<file path="config.mk">
export PLATFORM = sky130hd
export DESIGN_NAME = char_buffer_splice_engine_top
export DESIGN_NICKNAME = d
export VERILOG_FILES = /design/src/cbse_pkg.sv /design/src/cbse_ram.sv /design/src/cbse_datapath.sv /design/src/cbse_controller.sv /design/src/char_buffer_splice_engine_top.sv
export SDC_FILE = /design/constraint.sdc
export NUM_CORES = 1
export LEC_CHECK = 0
export BUFFER_PORTS_ARGS = -buffer_cell sky130_fd_sc_hd__buf_2
export CORE_UTILIZATION = 30
export CTS_CLUSTER_SIZE = 25
export DETAILED_ROUTE_END_ITERATION = 6
export PLACE_DENSITY = 0.41
export RECOVER_POWER = 100
export SYNTH_ARGS = -nofsm -noshare
export SYNTH_HDL_FRONTEND = slang
export SYNTH_HIERARCHICAL = 1
export SYNTH_SLANG_ARGS = --single-unit
</file>
<file path="constraint.sdc">
create_clock -name i_clk -period 8.9 [get_ports i_clk]
set_input_delay 1.335 -clock i_clk [delete_from_list [all_inputs] [get_ports i_clk]]
set_output_delay 1.335 -clock i_clk [all_outputs]
set_load 0.005 [all_outputs]
</file>
<file path="src/cbse_pkg.sv">
// ----------------------------------------------------------------------------
// cbse_pkg
// Shared types and constants for the character buffer splice engine.
// ----------------------------------------------------------------------------
package cbse_pkg;

    localparam int CAPACITY_DEF = 64;

    typedef enum logic [2:0] {
        OP_APPEND    = 3'd0,
        OP_DELETE    = 3'd1,
        OP_OVERWRITE = 3'd2,
        OP_STAGE     = 3'd3,
        OP_REPLACE   = 3'd4,
        OP_READ      = 3'd5
    } t_op;

    typedef struct packed {
        logic load;
        logic check;
        logic read_cap;
        logic start_move;
        logic start_copy;
        logic commit;
        logic finish;
    } t_dp_cmd;

    typedef struct packed {
        t_op  op;
        logic ok;
        logic busy;
    } t_dp_status;

endpackage

</file>
<file path="src/cbse_ram.sv">
// ----------------------------------------------------------------------------
// cbse_ram
// Simple dual-port RAM: one write port, one read port, registered read data.
// ----------------------------------------------------------------------------
module cbse_ram #(
    parameter int WIDTH = 8,
    parameter int DEPTH = 64
) (
    input  logic                     i_clk,
    input  logic                     i_we,
    input  logic [$clog2(DEPTH)-1:0] i_waddr,
    input  logic [WIDTH-1:0]         i_wdata,
    input  logic [$clog2(DEPTH)-1:0] i_raddr,
    output logic [WIDTH-1:0]         o_rdata
);

    logic [WIDTH-1:0] r_mem [DEPTH];
    logic [WIDTH-1:0] r_rdata;

    always_ff @(posedge i_clk) begin
        if (i_we) begin
            r_mem[i_waddr] <= i_wdata;
        end
        r_rdata <= r_mem[i_raddr];
    end

    assign o_rdata = r_rdata;

endmodule

</file>
<file path="src/cbse_datapath.sv">
// ----------------------------------------------------------------------------
// cbse_datapath
// Buffer stores, lengths, range checks, byte move engine and result register.
// ----------------------------------------------------------------------------
module cbse_datapath
    import cbse_pkg::*;
#(
    parameter int CAPACITY = CAPACITY_DEF,
    parameter int LW       = $clog2(CAPACITY + 1)
) (
    input  logic          i_clk,
    input  logic          i_rst_n,
    input  t_dp_cmd       i_cmd,
    output t_dp_status    o_status,
    input  logic [2:0]    i_op,
    input  logic [LW-1:0] i_position,
    input  logic [LW-1:0] i_remove_count,
    input  logic [7:0]    i_char_in,
    output logic          o_status_bit,
    output logic [LW-1:0] o_length,
    output logic [7:0]    o_char_out
);

    localparam int AW = $clog2(CAPACITY);
    localparam logic [LW:0] CAP_V = (LW + 1)'(CAPACITY);

    logic [2:0]    r_op;
    logic [LW-1:0] r_pos;
    logic [LW-1:0] r_rc;
    logic [7:0]    r_char;
    logic [LW-1:0] r_len;
    logic [LW-1:0] r_slen;

    logic [AW-1:0] r_src;
    logic [AW-1:0] r_dst;
    logic [LW-1:0] r_cnt;
    logic          r_desc;
    logic          r_sel_stage;
    logic          r_wv;
    logic [AW-1:0] r_wa;
    logic          r_wsel;

    logic          r_res_status;
    logic [7:0]    r_res_char;
    logic          r_out_status;
    logic [LW-1:0] r_out_len;
    logic [7:0]    r_out_char;

    logic [LW:0]   len_x, slen_x, pos_x, rc_x;
    logic [LW:0]   newlen, tail, room;
    logic          grow, ok, moving;

    logic          main_we;
    logic [AW-1:0] main_wa;
    logic [7:0]    main_wd;
    logic [AW-1:0] main_ra;
    logic [7:0]    main_rd;
    logic          stage_we;
    logic [7:0]    stage_rd;

    assign len_x  = {1'b0, r_len};
    assign slen_x = {1'b0, r_slen};
    assign pos_x  = {1'b0, r_pos};
    assign rc_x   = {1'b0, r_rc};
    assign room   = len_x - pos_x;
    assign newlen = len_x - rc_x + slen_x;
    assign tail   = room - rc_x;
    assign grow   = (r_slen > r_rc);
    assign moving = (r_cnt != '0);

    always_comb begin
        case (r_op)
            OP_APPEND:                      ok = (len_x < CAP_V);
            OP_DELETE, OP_OVERWRITE, OP_READ: ok = (r_pos < r_len);
            OP_STAGE:                       ok = (slen_x < CAP_V);
            OP_REPLACE:
                ok = (r_pos <= r_len) && (rc_x <= room) && (newlen <= CAP_V);
            default:                        ok = 1'b0;
        endcase
    end

    assign o_status.op   = t_op'(r_op);
    assign o_status.ok   = ok;
    assign o_status.busy = moving || r_wv;

    always_comb begin
        main_we = 1'b0;
        main_wa = r_wa;
        main_wd = r_wsel ? stage_rd : main_rd;
        if (r_wv) begin
            main_we = 1'b1;
        end else if (i_cmd.check && ok && r_op == OP_APPEND) begin
            main_we = 1'b1;
            main_wa = r_len[AW-1:0];
            main_wd = r_char;
        end else if (i_cmd.check && ok && r_op == OP_OVERWRITE) begin
            main_we = 1'b1;
            main_wa = r_pos[AW-1:0];
            main_wd = r_char;
        end
    end

    assign main_ra  = (moving && !r_sel_stage) ? r_src : r_pos[AW-1:0];
    assign stage_we = i_cmd.check && ok && (r_op == OP_STAGE);

    cbse_ram #(.WIDTH(8), .DEPTH(CAPACITY)) u_main_ram (
        .i_clk   (i_clk),
        .i_we    (main_we),
        .i_waddr (main_wa),
        .i_wdata (main_wd),
        .i_raddr (main_ra),
        .o_rdata (main_rd)
    );

    cbse_ram #(.WIDTH(8), .DEPTH(CAPACITY)) u_stage_ram (
        .i_clk   (i_clk),
        .i_we    (stage_we),
        .i_waddr (r_slen[AW-1:0]),
        .i_wdata (r_char),
        .i_raddr (r_src),
        .o_rdata (stage_rd)
    );

    always_ff @(posedge i_clk) begin
        if (!i_rst_n) begin
            r_len  <= '0;
            r_slen <= '0;
            r_cnt  <= '0;
            r_wv   <= 1'b0;
        end else begin
            r_wv <= moving;
            if (i_cmd.check && ok && r_op == OP_APPEND) begin
                r_len <= r_len + 1'b1;
            end
            if (i_cmd.check && ok && r_op == OP_STAGE) begin
                r_slen <= r_slen + 1'b1;
            end
            if (i_cmd.commit) begin
                if (r_op == OP_REPLACE) begin
                    r_len  <= newlen[LW-1:0];
                    r_slen <= '0;
                end else begin
                    r_len <= r_len - 1'b1;
                end
            end
            if (i_cmd.start_move) begin
                if (r_op == OP_DELETE) begin
                    r_cnt <= LW'(room - 1'b1);
                end else begin
                    r_cnt <= tail[LW-1:0];
                end
            end else if (i_cmd.start_copy) begin
                r_cnt <= r_slen;
            end else if (moving) begin
                r_cnt <= r_cnt - 1'b1;
            end
        end
    end

    always_ff @(posedge i_clk) begin
        r_wa   <= r_dst;
        r_wsel <= r_sel_stage;
        if (i_cmd.load) begin
            r_op   <= i_op;
            r_pos  <= i_position;
            r_rc   <= i_remove_count;
            r_char <= i_char_in;
        end
        if (i_cmd.start_move) begin
            r_sel_stage <= 1'b0;
            if (r_op == OP_DELETE) begin
                r_src  <= AW'(pos_x + 1'b1);
                r_dst  <= r_pos[AW-1:0];
                r_desc <= 1'b0;
            end else if (grow) begin
                r_src  <= AW'(len_x - 1'b1);
                r_dst  <= AW'(newlen - 1'b1);
                r_desc <= 1'b1;
            end else begin
                r_src  <= AW'(pos_x + rc_x);
                r_dst  <= AW'(pos_x + slen_x);
                r_desc <= 1'b0;
            end
        end else if (i_cmd.start_copy) begin
            r_sel_stage <= 1'b1;
            r_src       <= '0;
            r_dst       <= r_pos[AW-1:0];
            r_desc      <= 1'b0;
        end else if (moving) begin
            r_src <= r_desc ? r_src - 1'b1 : r_src + 1'b1;
            r_dst <= r_desc ? r_dst - 1'b1 : r_dst + 1'b1;
        end
        if (i_cmd.check) begin
            r_res_status <= !ok;
            r_res_char   <= '0;
        end
        if (i_cmd.read_cap) begin
            r_res_char <= main_rd;
        end
        if (i_cmd.finish) begin
            r_out_status <= r_res_status;
            r_out_len    <= r_len;
            r_out_char   <= r_res_char;
        end
    end

    assign o_status_bit = r_out_status;
    assign o_length     = r_out_len;
    assign o_char_out   = r_out_char;

endmodule

</file>
<file path="src/cbse_controller.sv">
// ----------------------------------------------------------------------------
// cbse_controller
// Operation sequencer and stream handshake control.
// ----------------------------------------------------------------------------
module cbse_controller
    import cbse_pkg::*;
(
    input  logic       i_clk,
    input  logic       i_rst_n,
    input  logic       i_s_tvalid,
    output logic       o_s_tready,
    output logic       o_m_tvalid,
    input  logic       i_m_tready,
    output t_dp_cmd    o_cmd,
    input  t_dp_status i_status
);

    typedef enum logic [5:0] {
        S_IDLE  = 6'b000001,
        S_CHECK = 6'b000010,
        S_READ  = 6'b000100,
        S_MOVE  = 6'b001000,
        S_COPY  = 6'b010000,
        S_DONE  = 6'b100000
    } t_state;

    t_state r_state, n_state;
    logic   r_m_valid, n_m_valid;

    always_comb begin
        n_state   = r_state;
        n_m_valid = r_m_valid;
        o_cmd     = '0;
        if (r_m_valid && i_m_tready) begin
            n_m_valid = 1'b0;
        end
        case (r_state)
            S_IDLE: begin
                if (i_s_tvalid) begin
                    o_cmd.load = 1'b1;
                    n_state    = S_CHECK;
                end
            end
            S_CHECK: begin
                o_cmd.check = 1'b1;
                n_state     = S_DONE;
                if (i_status.ok) begin
                    case (i_status.op)
                        OP_READ: n_state = S_READ;
                        OP_DELETE, OP_REPLACE: begin
                            o_cmd.start_move = 1'b1;
                            n_state          = S_MOVE;
                        end
                        default: n_state = S_DONE;
                    endcase
                end
            end
            S_READ: begin
                o_cmd.read_cap = 1'b1;
                n_state        = S_DONE;
            end
            S_MOVE: begin
                if (!i_status.busy) begin
                    if (i_status.op == OP_REPLACE) begin
                        o_cmd.start_copy = 1'b1;
                        n_state          = S_COPY;
                    end else begin
                        o_cmd.commit = 1'b1;
                        n_state      = S_DONE;
                    end
                end
            end
            S_COPY: begin
                if (!i_status.busy) begin
                    o_cmd.commit = 1'b1;
                    n_state      = S_DONE;
                end
            end
            S_DONE: begin
                if (!r_m_valid || i_m_tready) begin
                    o_cmd.finish = 1'b1;
                    n_m_valid    = 1'b1;
                    n_state      = S_IDLE;
                end
            end
            default: n_state = S_IDLE;
        endcase
    end

    always_ff @(posedge i_clk) begin
        if (!i_rst_n) begin
            r_state   <= S_IDLE;
            r_m_valid <= 1'b0;
        end else begin
            r_state   <= n_state;
            r_m_valid <= n_m_valid;
        end
    end

    assign o_s_tready = (r_state == S_IDLE) && i_rst_n;
    assign o_m_tvalid = r_m_valid;

endmodule

</file>
<file path="src/char_buffer_splice_engine_top.sv">
// ----------------------------------------------------------------------------
// char_buffer_splice_engine_top
// Byte buffer with staging area: append, delete, overwrite, stage, replace, read.
// ----------------------------------------------------------------------------
// One transaction in gives one transaction out. Append, overwrite, stage, read
// and rejected requests finish without the move engine; a delete shifts the bytes
// after its position down, and a replace shifts the tail and then copies in the
// staging bytes. The move engine shifts or copies one byte per cycle through the
// single write port of the main buffer RAM. The next transaction is taken as soon
// as the result sits in the output register, even while it waits.
module char_buffer_splice_engine_top
    import cbse_pkg::*;
#(
    parameter int CAPACITY = CAPACITY_DEF,
    parameter int LW       = $clog2(CAPACITY + 1),
    parameter int IN_W     = ((2 * LW + 8 + 7) / 8) * 8,
    parameter int OUT_W    = ((LW + 8 + 7) / 8) * 8
) (
    input  logic             i_clk,
    input  logic             i_rst_n,
    input  logic             s_axis_tvalid,
    output logic             s_axis_tready,
    input  logic [IN_W-1:0]  s_axis_tdata,  // position, remove_count, char_in
    input  logic [2:0]       s_axis_tuser,  // op
    output logic             m_axis_tvalid,
    input  logic             m_axis_tready,
    output logic [OUT_W-1:0] m_axis_tdata,  // length, char_out
    output logic             m_axis_tuser   // status
);

    t_dp_cmd       cmd;
    t_dp_status    status;
    logic          res_status;
    logic [LW-1:0] res_len;
    logic [7:0]    res_char;

    cbse_controller u_ctrl (
        .i_clk      (i_clk),
        .i_rst_n    (i_rst_n),
        .i_s_tvalid (s_axis_tvalid),
        .o_s_tready (s_axis_tready),
        .o_m_tvalid (m_axis_tvalid),
        .i_m_tready (m_axis_tready),
        .o_cmd      (cmd),
        .i_status   (status)
    );

    cbse_datapath #(.CAPACITY(CAPACITY), .LW(LW)) u_dp (
        .i_clk          (i_clk),
        .i_rst_n        (i_rst_n),
        .i_cmd          (cmd),
        .o_status       (status),
        .i_op           (s_axis_tuser),
        .i_position     (s_axis_tdata[LW-1:0]),
        .i_remove_count (s_axis_tdata[2*LW-1:LW]),
        .i_char_in      (s_axis_tdata[2*LW+7:2*LW]),
        .o_status_bit   (res_status),
        .o_length       (res_len),
        .o_char_out     (res_char)
    );

    assign m_axis_tdata = OUT_W'({res_char, res_len});
    assign m_axis_tuser = res_status;

endmodule

</file>
==> impl_metrics.yaml <==
outcome:
  outcome: "complete, but fails checks"
  violations: "capacitance limit, slew limit"
placement:
  port_buffers: 46
  dp_hpwl_mm: 78.2
  gp_congestion: 0.808
  place_ws_ns: 2.61
sta:
  clock_skew_ns: 0.0389
  fin_setup_tns_ns: 0
  worst_pin_slew_ns: 3.40
  min_period_ns: 7.39
  maxSlewHeadroom_pct: -127
  finalWorstSetupSlack_ns: 1.51
  max_freq_mhz: 135
  rsz0062_at_grt: "no"
  hold_slack_ns: 0.374
  slew_violations: 1157
  finalSetupViolations: 0
  hold_violations: 0
  finalCritPeriodShare_pct: 83.1
grt:
  overflow: 0
  grt_max_degree: 79
  gr-usage-all-layers_pct: 15.9
  grt_pass1_vias: 25700
  grt_pass1_wl_mm: 184
  antenna_found_initial: 2
synth:
  synthCells: 2642
  yosys.cell_types.count: 86
  synth_area_um2: 47500
  async_reset_ff_share_pct: 0
  yosys_warnings: 6
  syn_nets: 2745
  ys_dominant_reg_cell: "edfxtp_1"
  synth_edf_count: 1087
  synth_seq_area_share_pct: 70.9
  avgSynthCellArea_um2: 18.0
  ys_ff_latch: 1140
drt:
  wl_per_cell_um: 25.7
  drcViolationCount: 0
  ant_nets: 0
  wirelength_mm: 126
  drt_iter0_markers: 1976
  route.vias.total: 24800
  drt_pass1_iterations: 7
  drt-vias-per-instance: 5.04
worst_hold_path:
  hold_class: "reg -> reg"
clocking:
  insertion_delay_ns: 0.76
  path_clk_slew_ns: 0.06
  clockRootBuffer: "clkbuf_16"
  cts-resized-gates: 0
  clk_path_buf_depth: 3
  post_cts_buffers: 0
  hold_buffers: 0
  cts_sinks: 1140
  htree_levels: 4
  cts_tree: "built"
  cts_inserted_buffers: 131
worst_setup_path:
  critPathRequiredTime_ns: 9.43
  path_common_cell: "clkbuf_1"
  crit_type: "reg -> reg"
  end_kind: "register"
  cp.arrival_ns: 7.93
  start_kind: "register"
  path_cells: "clkbuf_1, buf_4, clkbuf_1, nand2b_1, a211oi_1, nor4_1, nor3_1, o32ai_1"
  critPathMaxFanout: 40
  cp_slowest_cell: "clkbuf_1"
  cpPeakStageDelay_ns: 2.06
floorplanning:
  dieWidth_um: 400
  fp-row-count: 145
  die_h_um: 400
  fp.coreArea_um2: 157000
  dieArea_um2: 160000
  pin_count: 50
  start_util_pct: 30.3
cells_and_area:
  layout.nets: 2852
  drive_gt1_share_pct: 18.8
  syn_to_final_growth_pct: 13.8
  layout_common_cells: "edfxtp_1, mux4_2, nor2_1, clkbuf_16, nand2_1"
  layout_commonest_cell: "edfxtp_1"
pwr:
  p_leak_uw: 0.0171
  ir_worst_vdd_mv: 0.289
  power.density_nw_per_um2: 339
flow_run:
  drv_cap: 22
-- flip-flops by register name (all words and copies together), names as in the netlist, 7 cells and up --
signal                    cells
u_dp/u_stage_ram/o_rdata      8
u_dp/u_stage_ram/r_mem      512
u_dp/r_len                    7
u_dp/r_res_char               8
u_dp/u_main_ram/r_mem       512
u_dp/r_char                   8
u_dp/o_char_out               8
u_dp/u_main_ram/o_rdata       8
u_dp/r_pos                    7
u_dp/r_cnt                    7
u_dp/r_rc                     7
u_dp/r_slen                   7
u_dp/o_length                 7
-- worst max-delay path, delay by kind of cell (launching register included) --
| kind | cells | cell delay [ns] |
|---|---|---|
| buffers and inverters | 3 | 4.26 |
| AOI/OAI and AO/OA | 2 | 0.90 |
| and+or+nand+nor | 3 | 1.52 |
| DFF | 1 | 0.33 |
-- report_power, final --
| group | internal, uW | total [uW] | switching (uW) |
|---|---|---|---|
| clock | 3030 | 5230 | 2200 |
| sequential | 6650 | 6780 | 128 |
| combinational | 2430 | 6320 | 3890 |
-- worst paths after layout --
kind                                  from  slack, ns  cells after the start                                  end
min          u_dp/r_sel_stage$_SDFFE_PP0P_       0.37                      0                  u_dp/r_wsel$_DFF_P_
max                u_dp/r_src[1]$_DFFE_PP_       1.51                      8  u_dp/u_stage_ram/o_rdata[6]$_DFF_P_
min reg2reg  u_dp/r_sel_stage$_SDFFE_PP0P_       0.37                      0                  u_dp/r_wsel$_DFF_P_
max reg2reg        u_dp/r_src[1]$_DFFE_PP_       1.51                      8  u_dp/u_stage_ram/o_rdata[6]$_DFF_P_
-- logic make-up after synthesis --
family	synth area share, %
flip-flops	70.9
AND/OR/NAND/NOR	5.19
multiplexers	14.0
AO/OA/AOI/OAI	4.42
buffers and inverters	2.25
adder cells (fa/ha/maj)	2.10
XOR/XNOR	1.06
other	0.00789
-- stage by stage --
stage	instance area (um2)	cells	util [%]	power [uW]
6_report	54100	4912	34.5	18300
5_1_grt	54100	4909	34.5	19200
4_1_cts	54300	4909	34.7	18600
3_5_place_dp	50200	4674	32.0	13300
3_3_place_gp	50200	4674	32.0	13300
2_1_floorplan	47500	2642	-	11100
-- cells in the mapped netlist, types with 13 or more instances --
| master | n | area share (%) |
|---|---|---|
| inv_1 | 79 | 0.62 |
| and2_1 | 13 | 0.17 |
| mux2_2 | 30 | 0.71 |
| mux4_2 | 252 | 12 |
| xnor2_1 | 39 | 0.72 |
| nor2_1 | 215 | 1.7 |
| o221ai_1 | 18 | 0.33 |
| edfxtp_1 | 1087 | 69 |
| clkbuf_1 | 50 | 0.40 |
| a21o_1 | 18 | 0.28 |
| nand3_1 | 49 | 0.52 |
| mux2i_1 | 65 | 1.4 |
| o22ai_1 | 20 | 0.26 |
| xor2_1 | 16 | 0.29 |
| buf_2 | 28 | 0.29 |
| ha_1 | 59 | 1.6 |
| a211oi_1 | 15 | 0.24 |
| nor2b_1 | 35 | 0.46 |
| dfxtp_1 | 53 | 2.2 |
| a221oi_1 | 13 | 0.24 |
| o21ai_0 | 46 | 0.48 |
| nor3_1 | 28 | 0.29 |
| nand2b_1 | 20 | 0.26 |
| nand2_1 | 95 | 0.75 |
| a21oi_1 | 53 | 0.56 |
| buf_4 | 28 | 0.44 |
| fa_1 | 13 | 0.55 |
-- per-layer routing --
layer  wire (um)  track usage, %  up-vias
li1            -               -    10800
met1       58800            22.6    13200
met2       59300            25.1      573
met3        5410            2.67      176
met4        2660            4.42        0
met5           0               0        -
-- layout make-up --
type / count / area, um2
diodes: 3 / 7.51
clock buffers: 162 / 3470
clock inverters: 73 / 699
fillers: 14900 / 103000
inverters: 80 / 300
multi-input cells: 1292 / 12800
flip-flops and latches: 1140 / 33700
well taps: 2058 / 2570
repair buffers: 104 / 552
Power figures use the tool's default switching activity.
